==> config.mk <==
export PLATFORM = sky130hd
export DESIGN_NAME = voice_adsr_envelope_generator
export DESIGN_NICKNAME = d
export VERILOG_FILES = /design/src/rtl/vadsr_pkg.sv /design/src/rtl/voice_adsr_envelope_generator.sv
export VERILOG_INCLUDE_DIRS = /design/src /design/src/rtl
export SDC_FILE = /design/constraint.sdc
export NUM_CORES = 2
export LEC_CHECK = 0
export BUFFER_PORTS_ARGS = -buffer_cell sky130_fd_sc_hd__buf_2
export CORE_MARGIN = 1
export CORE_UTILIZATION = 40
export CTS_BUF_LIST = sky130_fd_sc_hd__clkbuf_8
export DETAILED_ROUTE_END_ITERATION = 8
export HOLD_SLACK_MARGIN = 0.1
export PLACE_DENSITY_LB_ADDON = 0.08
export SETUP_SLACK_MARGIN = 0.15
export SLEW_MARGIN = 25
export SYNTH_ARGS = -nofsm -noshare
export SYNTH_HDL_FRONTEND = slang
export SYNTH_SLANG_ARGS = --single-unit
==> constraint.sdc <==
create_clock -name i_clk -period 11.7 [get_ports i_clk]
set_input_delay 1.755 -clock i_clk [delete_from_list [all_inputs] [get_ports i_clk]]
set_output_delay 1.755 -clock i_clk [all_outputs]
set_load 0.02 [all_outputs]
==> src/rtl/voice_adsr_envelope_generator_assert.svh <==
// assertion macros for the adsr envelope generator
`ifndef VOICE_ADSR_ENVELOPE_GENERATOR_ASSERT_SVH
`define VOICE_ADSR_ENVELOPE_GENERATOR_ASSERT_SVH
`ifndef ASSERT_OFF
`define ASSERT_SAME(label, clk, rst_n, cond, prop) \
    label: assert property (@(posedge clk) disable iff (!rst_n) (cond) |-> (prop)) \
        else $error("assertion failed");
`define ASSERT_NEXT(label, clk, rst_n, cond, prop) \
    label: assert property (@(posedge clk) disable iff (!rst_n) (cond) |=> (prop)) \
        else $error("assertion failed");
`else
`define ASSERT_SAME(label, clk, rst_n, cond, prop)
`define ASSERT_NEXT(label, clk, rst_n, cond, prop)
`endif
`endif

==> src/rtl/vadsr_pkg.sv <==
package vadsr_pkg;

    typedef enum logic [2:0] {
        S_IDLE,
        S_RESP,
        S_LOAD,
        S_DIV,
        S_FIN
    } t_state;

    typedef enum logic [1:0] {
        PH_ATTACK  = 2'd0,
        PH_DECAY   = 2'd1,
        PH_SUSTAIN = 2'd2,
        PH_SPARE   = 2'd3
    } t_phase;

    localparam logic [31:0] LEVEL_FULL = 32'h7FFF_FFFF;
    localparam logic [31:0] EXP_KNEE   = 32'h6000_0000;
    localparam logic [29:0] RATE_CLIP  = 30'h2000_0000;
    localparam logic [31:0] MASK_DECAY = 32'h07FF_FFFF;
    localparam logic [31:0] MASK_FALL  = 32'h0FFF_FFFF;
    localparam logic [31:0] LEN_FLAT   = 32'h7FFF_FFFF;
    localparam logic [31:0] LEN_NOSTEP = 32'h7FFF_FFFE;

    // doubling rate table, four entries per octave
    function automatic logic [29:0] rate_rom(input logic [7:0] idx);
        logic [7:0] k;
        logic [29:0] v;
        begin
            k = idx - 8'd32;
            v = '0;
            if (idx < 8'd24 || idx > 8'd159) begin
                v = '0;
            end else if (idx < 8'd32) begin
                case (idx[2:0])
                    3'd0, 3'd1, 3'd2, 3'd3: v = 30'd1;
                    3'd4, 3'd5:             v = 30'd2;
                    default:                v = 30'd3;
                endcase
            end else if (k[6:2] >= 5'd27) begin
                v = RATE_CLIP;
            end else begin
                v = 30'({1'b1, k[1:0]}) << k[6:2];
            end
            return v;
        end
    endfunction

    // extra rate index by top level bits in exponential fall
    function automatic logic [7:0] exp_offset(input logic [2:0] sel);
        logic [7:0] o;
        begin
            case (sel)
                3'd0:    o = 8'd0;
                3'd1:    o = 8'd4;
                3'd2:    o = 8'd6;
                3'd3:    o = 8'd8;
                3'd4:    o = 8'd9;
                3'd5:    o = 8'd10;
                3'd6:    o = 8'd11;
                default: o = 8'd12;
            endcase
            return o;
        end
    endfunction

endpackage

==> src/rtl/voice_adsr_envelope_generator.sv <==
// o_valid rises in the cycle after the accepting edge for key-on, off voice or bad index;
// it follows S_LOAD and S_FIN for a tick inside a segment or a segment start with no division,
// and S_LOAD, S_DIV (the shared restoring divider) and S_FIN for a segment start that divides.
// busy stays high from acceptance through the o_valid cycle, so no new item is taken until then.
// reset: synchronous active low; clears all voices to off and the sequencer to idle.
`include "voice_adsr_envelope_generator_assert.svh"
module voice_adsr_envelope_generator #(
    parameter int VOICE_COUNT = 24
) (
    input  logic        i_clk,
    input  logic        i_rst_n,
    input  logic        start,
    output logic        busy,
    input  logic        i_req_type,
    input  logic [4:0]  i_voice,
    input  logic        i_release_held,
    input  logic [15:0] i_adsr_low,
    input  logic [15:0] i_adsr_high,
    output logic        o_valid,
    output logic [14:0] o_level,
    output logic        o_voice_active,
    output logic [4:0]  o_voice_out
);

    localparam int AW = (VOICE_COUNT > 1) ?
        (($clog2(VOICE_COUNT) > 5) ? 5 : $clog2(VOICE_COUNT)) : 1;
    localparam int MW = 98;

    vadsr_pkg::t_state r_state, n_state;

    // per-voice memory: phase, level, step, ticks left
    logic [MW-1:0] r_mem [VOICE_COUNT];
    logic [MW-1:0] r_rd;
    logic          mem_we;
    logic [MW-1:0] mem_wdata;
    logic [VOICE_COUNT-1:0] r_on, n_on;

    // latched item
    logic [4:0]  r_voice;
    logic        r_type, r_rel, r_quick, r_vok;
    logic [15:0] r_lo, r_hi;

    // work registers
    logic [31:0] r_lvl, n_lvl, r_step, n_step, r_len, n_len;
    logic [1:0]  r_phase, n_phase;
    logic        r_off, n_off;
    logic [29:0] r_rom, n_rom, r_rem, n_rem;
    logic [30:0] r_dvd, n_dvd;
    logic [4:0]  r_cnt, n_cnt;

    logic accept, in_vok;
    assign accept = start && !busy;
    assign in_vok = ({2'b0, i_voice} < 7'(VOICE_COUNT));

    // decoded fields of the loaded entry
    logic [1:0]  ld_phase;
    logic [31:0] ld_lvl, ld_step, ld_left;
    assign ld_phase = r_rd[97:96];
    assign ld_lvl   = r_rd[95:64];
    assign ld_step  = r_rd[63:32];
    assign ld_left  = r_rd[31:0];

    // segment start decision
    logic [31:0] lvl_c;
    logic [1:0]  seg_phase;
    logic        seg_div, seg_neg, seg_off, seg_done, seg_keep;
    logic [7:0]  seg_idx;
    logic [30:0] seg_dvd;
    logic [31:0] seg_len, seg_step;
    logic [6:0]  sr;
    logic [4:0]  rr;
    logic [3:0]  dr;
    logic [7:0]  rbase;
    logic [29:0] seg_rom;

    always_comb begin
        sr = r_hi[12:6];
        rr = r_hi[4:0];
        dr = r_lo[7:4];
        case (ld_lvl[31:30])
            2'd2:    lvl_c = vadsr_pkg::LEVEL_FULL;
            2'd3:    lvl_c = '0;
            default: lvl_c = ld_lvl;
        endcase
        seg_phase = ld_phase;
        seg_div   = 1'b0;
        seg_neg   = 1'b0;
        seg_off   = 1'b0;
        seg_done  = 1'b0;
        seg_keep  = 1'b0;
        seg_idx   = '0;
        seg_dvd   = '0;
        seg_len   = 32'd1;
        seg_step  = '0;
        rbase     = '0;
        if (r_rel) begin
            seg_done = 1'b1;
            if (lvl_c == '0) begin
                seg_off = 1'b1;
            end else if (r_hi[5]) begin
                seg_div = 1'b1;
                seg_neg = 1'b1;
                seg_idx = 8'd8 + {1'b0, rr ^ 5'h1F, 2'b00} +
                          vadsr_pkg::exp_offset(lvl_c[30:28]);
                seg_dvd = lvl_c[30:0] & vadsr_pkg::MASK_FALL[30:0];
            end else begin
                seg_div = 1'b1;
                seg_neg = 1'b1;
                seg_idx = 8'd20 + {1'b0, rr ^ 5'h1F, 2'b00};
                seg_dvd = lvl_c[30:0];
            end
        end
        // attack
        if (!seg_done && seg_phase == vadsr_pkg::PH_ATTACK) begin
            if (lvl_c != vadsr_pkg::LEVEL_FULL) begin
                seg_done = 1'b1;
                seg_div  = 1'b1;
                rbase = 8'd32 + {1'b0, r_lo[14:8] ^ 7'h7F};
                if (r_lo[15] && lvl_c >= vadsr_pkg::EXP_KNEE) begin
                    seg_idx = rbase - 8'd24;
                    seg_dvd = vadsr_pkg::LEVEL_FULL[30:0] - lvl_c[30:0];
                end else if (r_lo[15]) begin
                    seg_idx = rbase - 8'd16;
                    seg_dvd = vadsr_pkg::EXP_KNEE[30:0] - lvl_c[30:0];
                end else begin
                    seg_idx = rbase - 8'd16;
                    seg_dvd = vadsr_pkg::LEVEL_FULL[30:0] - lvl_c[30:0];
                end
            end else begin
                seg_phase = vadsr_pkg::PH_DECAY;
            end
        end
        // decay
        if (!seg_done && seg_phase == vadsr_pkg::PH_DECAY) begin
            if (lvl_c[30:27] > r_lo[3:0]) begin
                seg_done = 1'b1;
                seg_div  = 1'b1;
                seg_neg  = 1'b1;
                seg_idx  = 8'd8 + {1'b0, 1'b1, ~dr, 2'b00} +
                           vadsr_pkg::exp_offset(lvl_c[30:28]);
                seg_dvd  = lvl_c[30:0] & vadsr_pkg::MASK_DECAY[30:0];
            end else begin
                seg_phase = vadsr_pkg::PH_SUSTAIN;
            end
        end
        // sustain
        if (!seg_done && seg_phase == vadsr_pkg::PH_SUSTAIN) begin
            seg_done = 1'b1;
            rbase = 8'd32 + {1'b0, sr ^ 7'h7F};
            if (!r_hi[14]) begin
                if (lvl_c == vadsr_pkg::LEVEL_FULL) begin
                    seg_len = vadsr_pkg::LEN_FLAT;
                end else begin
                    seg_div = 1'b1;
                    if (r_hi[15] && lvl_c >= vadsr_pkg::EXP_KNEE) begin
                        seg_idx = rbase - 8'd24;
                        seg_dvd = vadsr_pkg::LEVEL_FULL[30:0] - lvl_c[30:0];
                    end else if (r_hi[15]) begin
                        seg_idx = rbase - 8'd16;
                        seg_dvd = vadsr_pkg::EXP_KNEE[30:0] - lvl_c[30:0];
                    end else begin
                        seg_idx = rbase - 8'd16;
                        seg_dvd = vadsr_pkg::LEVEL_FULL[30:0] - lvl_c[30:0];
                    end
                end
            end else if (lvl_c == '0) begin
                seg_len = vadsr_pkg::LEN_FLAT;
            end else if (r_hi[15]) begin
                seg_div = 1'b1;
                seg_neg = 1'b1;
                seg_idx = rbase - 8'd27 + vadsr_pkg::exp_offset(lvl_c[30:28]);
                seg_dvd = lvl_c[30:0] & vadsr_pkg::MASK_FALL[30:0];
            end else begin
                seg_div = 1'b1;
                seg_neg = 1'b1;
                seg_idx = rbase - 8'd15;
                seg_dvd = lvl_c[30:0];
            end
        end
        // spare phase code keeps its step for one tick
        if (!seg_done) begin
            seg_keep = 1'b1;
        end
        seg_rom = vadsr_pkg::rate_rom(seg_idx);
    end

    // shared restoring divider step
    logic [30:0] div_sh, div_diff, div_q;
    logic        div_ge;
    assign div_sh   = {r_rem, r_dvd[30]};
    assign div_ge   = (div_sh >= {1'b0, r_rom});
    assign div_diff = div_sh - {1'b0, r_rom};
    assign div_q    = {r_dvd[29:0], div_ge};

    // sequencer
    always_comb begin
        n_state   = r_state;
        n_lvl     = r_lvl;
        n_step    = r_step;
        n_len     = r_len;
        n_phase   = r_phase;
        n_off     = r_off;
        n_rom     = r_rom;
        n_rem     = r_rem;
        n_dvd     = r_dvd;
        n_cnt     = r_cnt;
        n_on      = r_on;
        mem_we    = 1'b0;
        mem_wdata = {r_phase, r_lvl + r_step, r_step, r_len - 32'd1};
        busy           = (r_state != vadsr_pkg::S_IDLE);
        o_valid        = 1'b0;
        o_level        = '0;
        o_voice_active = 1'b0;
        o_voice_out    = r_voice;
        unique case (r_state)
            vadsr_pkg::S_IDLE: begin
                if (accept) begin
                    if (!in_vok || i_req_type || !r_on[i_voice[AW-1:0]]) begin
                        n_state = vadsr_pkg::S_RESP;
                    end else begin
                        n_state = vadsr_pkg::S_LOAD;
                    end
                end
            end
            vadsr_pkg::S_RESP: begin
                o_valid = 1'b1;
                if (r_vok && r_type) begin
                    mem_we    = 1'b1;
                    mem_wdata = {vadsr_pkg::PH_ATTACK, 32'd0, 32'd1, 32'd0};
                    n_on[r_voice[AW-1:0]] = 1'b1;
                    o_level        = 15'd1;
                    o_voice_active = 1'b1;
                end
                n_state = vadsr_pkg::S_IDLE;
            end
            vadsr_pkg::S_LOAD: begin
                n_off = 1'b0;
                if (ld_left != '0) begin
                    n_lvl   = ld_lvl;
                    n_step  = ld_step;
                    n_len   = ld_left;
                    n_phase = ld_phase;
                    n_state = vadsr_pkg::S_FIN;
                end else begin
                    n_lvl   = lvl_c;
                    n_phase = seg_phase;
                    n_off   = seg_off;
                    n_len   = seg_len;
                    n_step  = seg_keep ? ld_step : '0;
                    n_rom   = seg_rom;
                    n_state = vadsr_pkg::S_FIN;
                    if (seg_div) begin
                        if (seg_rom == '0) begin
                            n_len = vadsr_pkg::LEN_NOSTEP;
                        end else begin
                            n_step  = seg_neg ? (32'd0 - {2'b0, seg_rom}) : {2'b0, seg_rom};
                            n_dvd   = seg_dvd;
                            n_rem   = '0;
                            n_cnt   = '0;
                            n_state = vadsr_pkg::S_DIV;
                        end
                    end
                end
            end
            vadsr_pkg::S_DIV: begin
                n_rem = div_ge ? div_diff[29:0] : div_sh[29:0];
                n_dvd = div_q;
                n_cnt = r_cnt + 5'd1;
                if (r_cnt == 5'd30) begin
                    n_len   = (div_q <= 31'd2) ? 32'd1 : ({1'b0, div_q} - 32'd1);
                    n_state = vadsr_pkg::S_FIN;
                end
            end
            vadsr_pkg::S_FIN: begin
                mem_we         = 1'b1;
                o_valid        = 1'b1;
                o_level        = r_lvl[30:16];
                o_voice_active = !r_off;
                if (r_off) begin
                    n_on[r_voice[AW-1:0]] = 1'b0;
                end
                n_state = vadsr_pkg::S_IDLE;
            end
            default: begin
                n_state = vadsr_pkg::S_IDLE;
            end
        endcase
    end

    // control state
    always_ff @(posedge i_clk) begin
        if (!i_rst_n) begin
            r_state <= vadsr_pkg::S_IDLE;
            r_on    <= '0;
        end else begin
            r_state <= n_state;
            r_on    <= n_on;
        end
    end

    // item latch and work registers
    always_ff @(posedge i_clk) begin
        if (accept) begin
            r_voice <= i_voice;
            r_type  <= i_req_type;
            r_rel   <= i_release_held;
            r_lo    <= i_adsr_low;
            r_hi    <= i_adsr_high;
            r_vok   <= in_vok;
            r_quick <= !in_vok || i_req_type;
        end
        r_lvl   <= n_lvl;
        r_step  <= n_step;
        r_len   <= n_len;
        r_phase <= n_phase;
        r_off   <= n_off;
        r_rom   <= n_rom;
        r_rem   <= n_rem;
        r_dvd   <= n_dvd;
        r_cnt   <= n_cnt;
    end

    // voice memory, one write and one registered read
    always_ff @(posedge i_clk) begin
        if (mem_we) begin
            r_mem[r_voice[AW-1:0]] <= mem_wdata;
        end
        if (accept) begin
            r_rd <= r_mem[i_voice[AW-1:0]];
        end
    end

    `ASSERT_NEXT(a_accept_busy, i_clk, i_rst_n, accept, busy)
    `ASSERT_NEXT(a_result_idle, i_clk, i_rst_n, o_valid, !busy)
    `ASSERT_SAME(a_div_nonzero, i_clk, i_rst_n, r_state == vadsr_pkg::S_DIV, r_rom != '0)
    `ASSERT_SAME(a_div_rem, i_clk, i_rst_n, r_state == vadsr_pkg::S_DIV, r_rem < r_rom)
    `ASSERT_SAME(a_quick_resp, i_clk, i_rst_n, r_state == vadsr_pkg::S_LOAD, !r_quick)

endmodule
==> results.sh <==
export IMPL_mostFrequentLayoutCells="edfxtp_1, mux4_2, clkbuf_8"
export IMPL_critPathMostFrequentCell="ha_1"
export IMPL_avgSynthCellArea_um2=18.54
export IMPL_synth_seq_cells=2711
export IMPL_synth_cell_types=109
export IMPL_cts_tree="built"
export IMPL_synth_cells=6070
export IMPL_netlist_area_um2=112600
export IMPL_slowest_stage="buf_4"
export IMPL_cts_setup_buffers=0
export IMPL_cp_required_ns=12.37
export IMPL_grt_max_degree=97
export IMPL_finalPower_mw=19.90
export IMPL_pre_cts_ws_ns=2.639
export IMPL_remaining_drc_errors=0
export IMPL_portBuffers=63
export IMPL_drt_total_wl_um=332300
export IMPL_fin_skew_ns=0.07813
export IMPL_relSlewSlack=0.2255
export IMPL_crit_path_end_kind="flop"
export IMPL_hold_ws_ns=0.5221
export IMPL_postCtsResizedCells=0
export IMPL_ys_flop_type="edfxtp_1"
export IMPL_drv_slew=0
export IMPL_first_iter_violations=5533
export IMPL_multiInputGateArea_um2=30200
export IMPL_syn_num_nets=6222
export IMPL_finalCritPeriodShare=0.7862
export IMPL_drive_gt1_frac=0.2426
export IMPL_syn_to_final_growth_pct=12.73
export IMPL_final_common_cell="edfxtp_1"
export IMPL_rr_worst_depth=28
export IMPL_hpwl_um=194600
export IMPL_cp_start_kind="flop"
export IMPL_route_vias_total=60570
export IMPL_viasPerCell=5.733
export IMPL_grt_pass1_wl_um=468900
export IMPL_wl_per_cell_um=31.45
export IMPL_clk_insertion_delay_late_ns=1.11
export IMPL_antenna_found_initial=28
export IMPL_fmax_mhz=108.7
export IMPL_dieArea_um2=283500
export IMPL_rows=194
export IMPL_irDropWorstVdd_v=0.0001108
export IMPL_clkTransAtPathRegs_ns=0.05
export IMPL_fp_dieH_um=532.5
export IMPL_io_pins=65
export IMPL_cts_root_buf="clkbuf_8"
export IMPL_synthArstFlopShare=0
export IMPL_cts_buffers_inserted=453
export IMPL_dr_pass1_iters=8
export IMPL_ant_nets=0
export IMPL_outcome="finished clean"
export IMPL_final_nets=6646
export IMPL_leakagePower_nw=41.01
export IMPL_finalSetupViolCount=0
export IMPL_grtUsageTotal=0.2332
export IMPL_initial_core_util=0.4025
export IMPL_power_density_nw_per_um2=156.8
export IMPL_worst_ep_arrival_time_ns=9.87
export IMPL_ys_seq_area_frac=0.7208
export IMPL_synth_edff_count=2684
export IMPL_grt_pass1_vias=61390
export IMPL_clock_path_buffers=4
export IMPL_worstSetupPathType="flop to flop"
export IMPL_cpPeakStageDelay_ns=0.73
export IMPL_hold_viol=0
export IMPL_worst_pin_slew_ns=1.162
export IMPL_min_path_type="flop to flop"
export IMPL_overflow=0
export IMPL_place_congestion=0.9440
export IMPL_cp_max_fo=66
export IMPL_cts_sinks=2711
export IMPL_min_period_ns=9.198
export IMPL_crit_start="r_rd[94]"
export IMPL_cap_violations=0
export IMPL_regToRegStartpoint="r_rd[94]"
export IMPL_hold_depth=1
export IMPL_grt_setup_unrepaired="false"
export IMPL_yosysWarnings=0
export IMPL_cts_hold_buf=0
export IMPL_regArea_um2=81140
export IMPL_setup_tns_final_ns=0
export IMPL_core_area_um2=279600
export IMPL_htree_levels=5
export IMPL_postLayoutCoreUtil=0.4538
export IMPL_setup_slack_ns=2.502
export IMPL_fill_cells=24220
export IMPL_die_w_um=532.5
final cells by class:
cell class	count	area share
multi-input cells	2941	0.2380
clock buffers	458	0.04968
clock inverters	337	0.01485
diodes	8	0.0001578
flip-flops and latches	2711	0.6395
repair buffers	269	0.01764
inverters	118	0.003501
well taps	3724	0.03672
sequential cells by signal, indices dropped and copies added, names as in the netlist, 30 cells and up, named ones only:
signal,flops
r_mem,2352
r_rd,98
r_len,32
r_lvl,32
r_step,32
r_dvd,31
r_rem,30
r_rom,30
worst paths after layout:
| check | slack, ns | end |
|---|---|---|
| worst max-delay path | 2.50 | r_rem[26] |
| worst min-delay path | 0.52 | flop |
| worst max register to register | 2.50 | r_rem[26] |
| worst min register to register | 0.52 | flop |
synth_stat cells, drive strengths merged, types with 25 or more instances:
master / count / area [um^2]
a211oi: 32 / 280.3
a21o: 25 / 187.7
a21oi: 262 / 1315
and2: 62 / 387.9
buf: 96 / 417.9
clkbuf: 204 / 765.7
dfxtp: 27 / 540.5
edfxtp: 2684 / 80600
ha: 105 / 1314
inv: 115 / 431.7
mux2i: 111 / 1111
mux4: 693 / 15610
nand2: 246 / 923.4
nand2b: 33 / 206.5
nand3: 46 / 235.2
nand4: 28 / 175.2
nor2: 436 / 1652
nor3: 87 / 445.4
nor4: 41 / 314.1
o211ai: 28 / 224.0
o21ai: 163 / 815.8
o221a: 25 / 281.5
or3: 27 / 168.9
xnor2: 101 / 884.6
xor2: 64 / 560.5
through the flow:
stage | cells | area, um^2
6_report | 10570 | 126900
3_5_place_dp | 9758 | 118600
2_1_floorplan | 6070 | 112600
3_3_place_gp | 9750 | 118400
4_1_cts | 10550 | 126800
5_1_grt | 10560 | 126900
power breakdown:
| part | switching, mW | internal [mW] |
|---|---|---|
| clock network | 3.90 | 3.89 |
| registers | 0.0587 | 10.6 |
| logic | 0.882 | 0.519 |
| total | 4.84 | 15.1 |
kinds of logic (layout without fill, tap and decap cells):
group,Yosys count,in the layout,synth area share
simple gates,1092,1092,0.04546
compound gates,768,768,0.04510
flops,2711,2711,0.7208
buf+inv,418,1182,0.01446
other cells,0,8,0
fa+ha+maj,110,110,0.01256
mux,806,806,0.1487
xor+xnor,165,165,0.01284
critical path: cells and delay by family, from the launching register on:
kind / cells / cell delay [ns]
mux: 1 / 0.32
xor+xnor: 1 / 0.12
compound gates: 9 / 2.93
fa+ha+maj: 6 / 2.15
buf+inv: 5 / 1.56
flops: 1 / 0.34
simple gates: 6 / 1.28
per-layer routing:
| layer | track usage | part of all wire | wire length, um | vias to the layer above |
|---|---|---|---|---|
| li1 | - | - | - | 25650 |
| met3 | 0.03102 | 0.054 | 18050 | 477 |
| met5 | 0 | 0 | 0 | - |
| met2 | 0.3830 | 0.49 | 161400 | 1931 |
| met1 | 0.3286 | 0.44 | 145000 | 32520 |
| met4 | 0.05934 | 0.024 | 7900 | 0 |
Note: power is estimated with default switching activity, not from simulation.
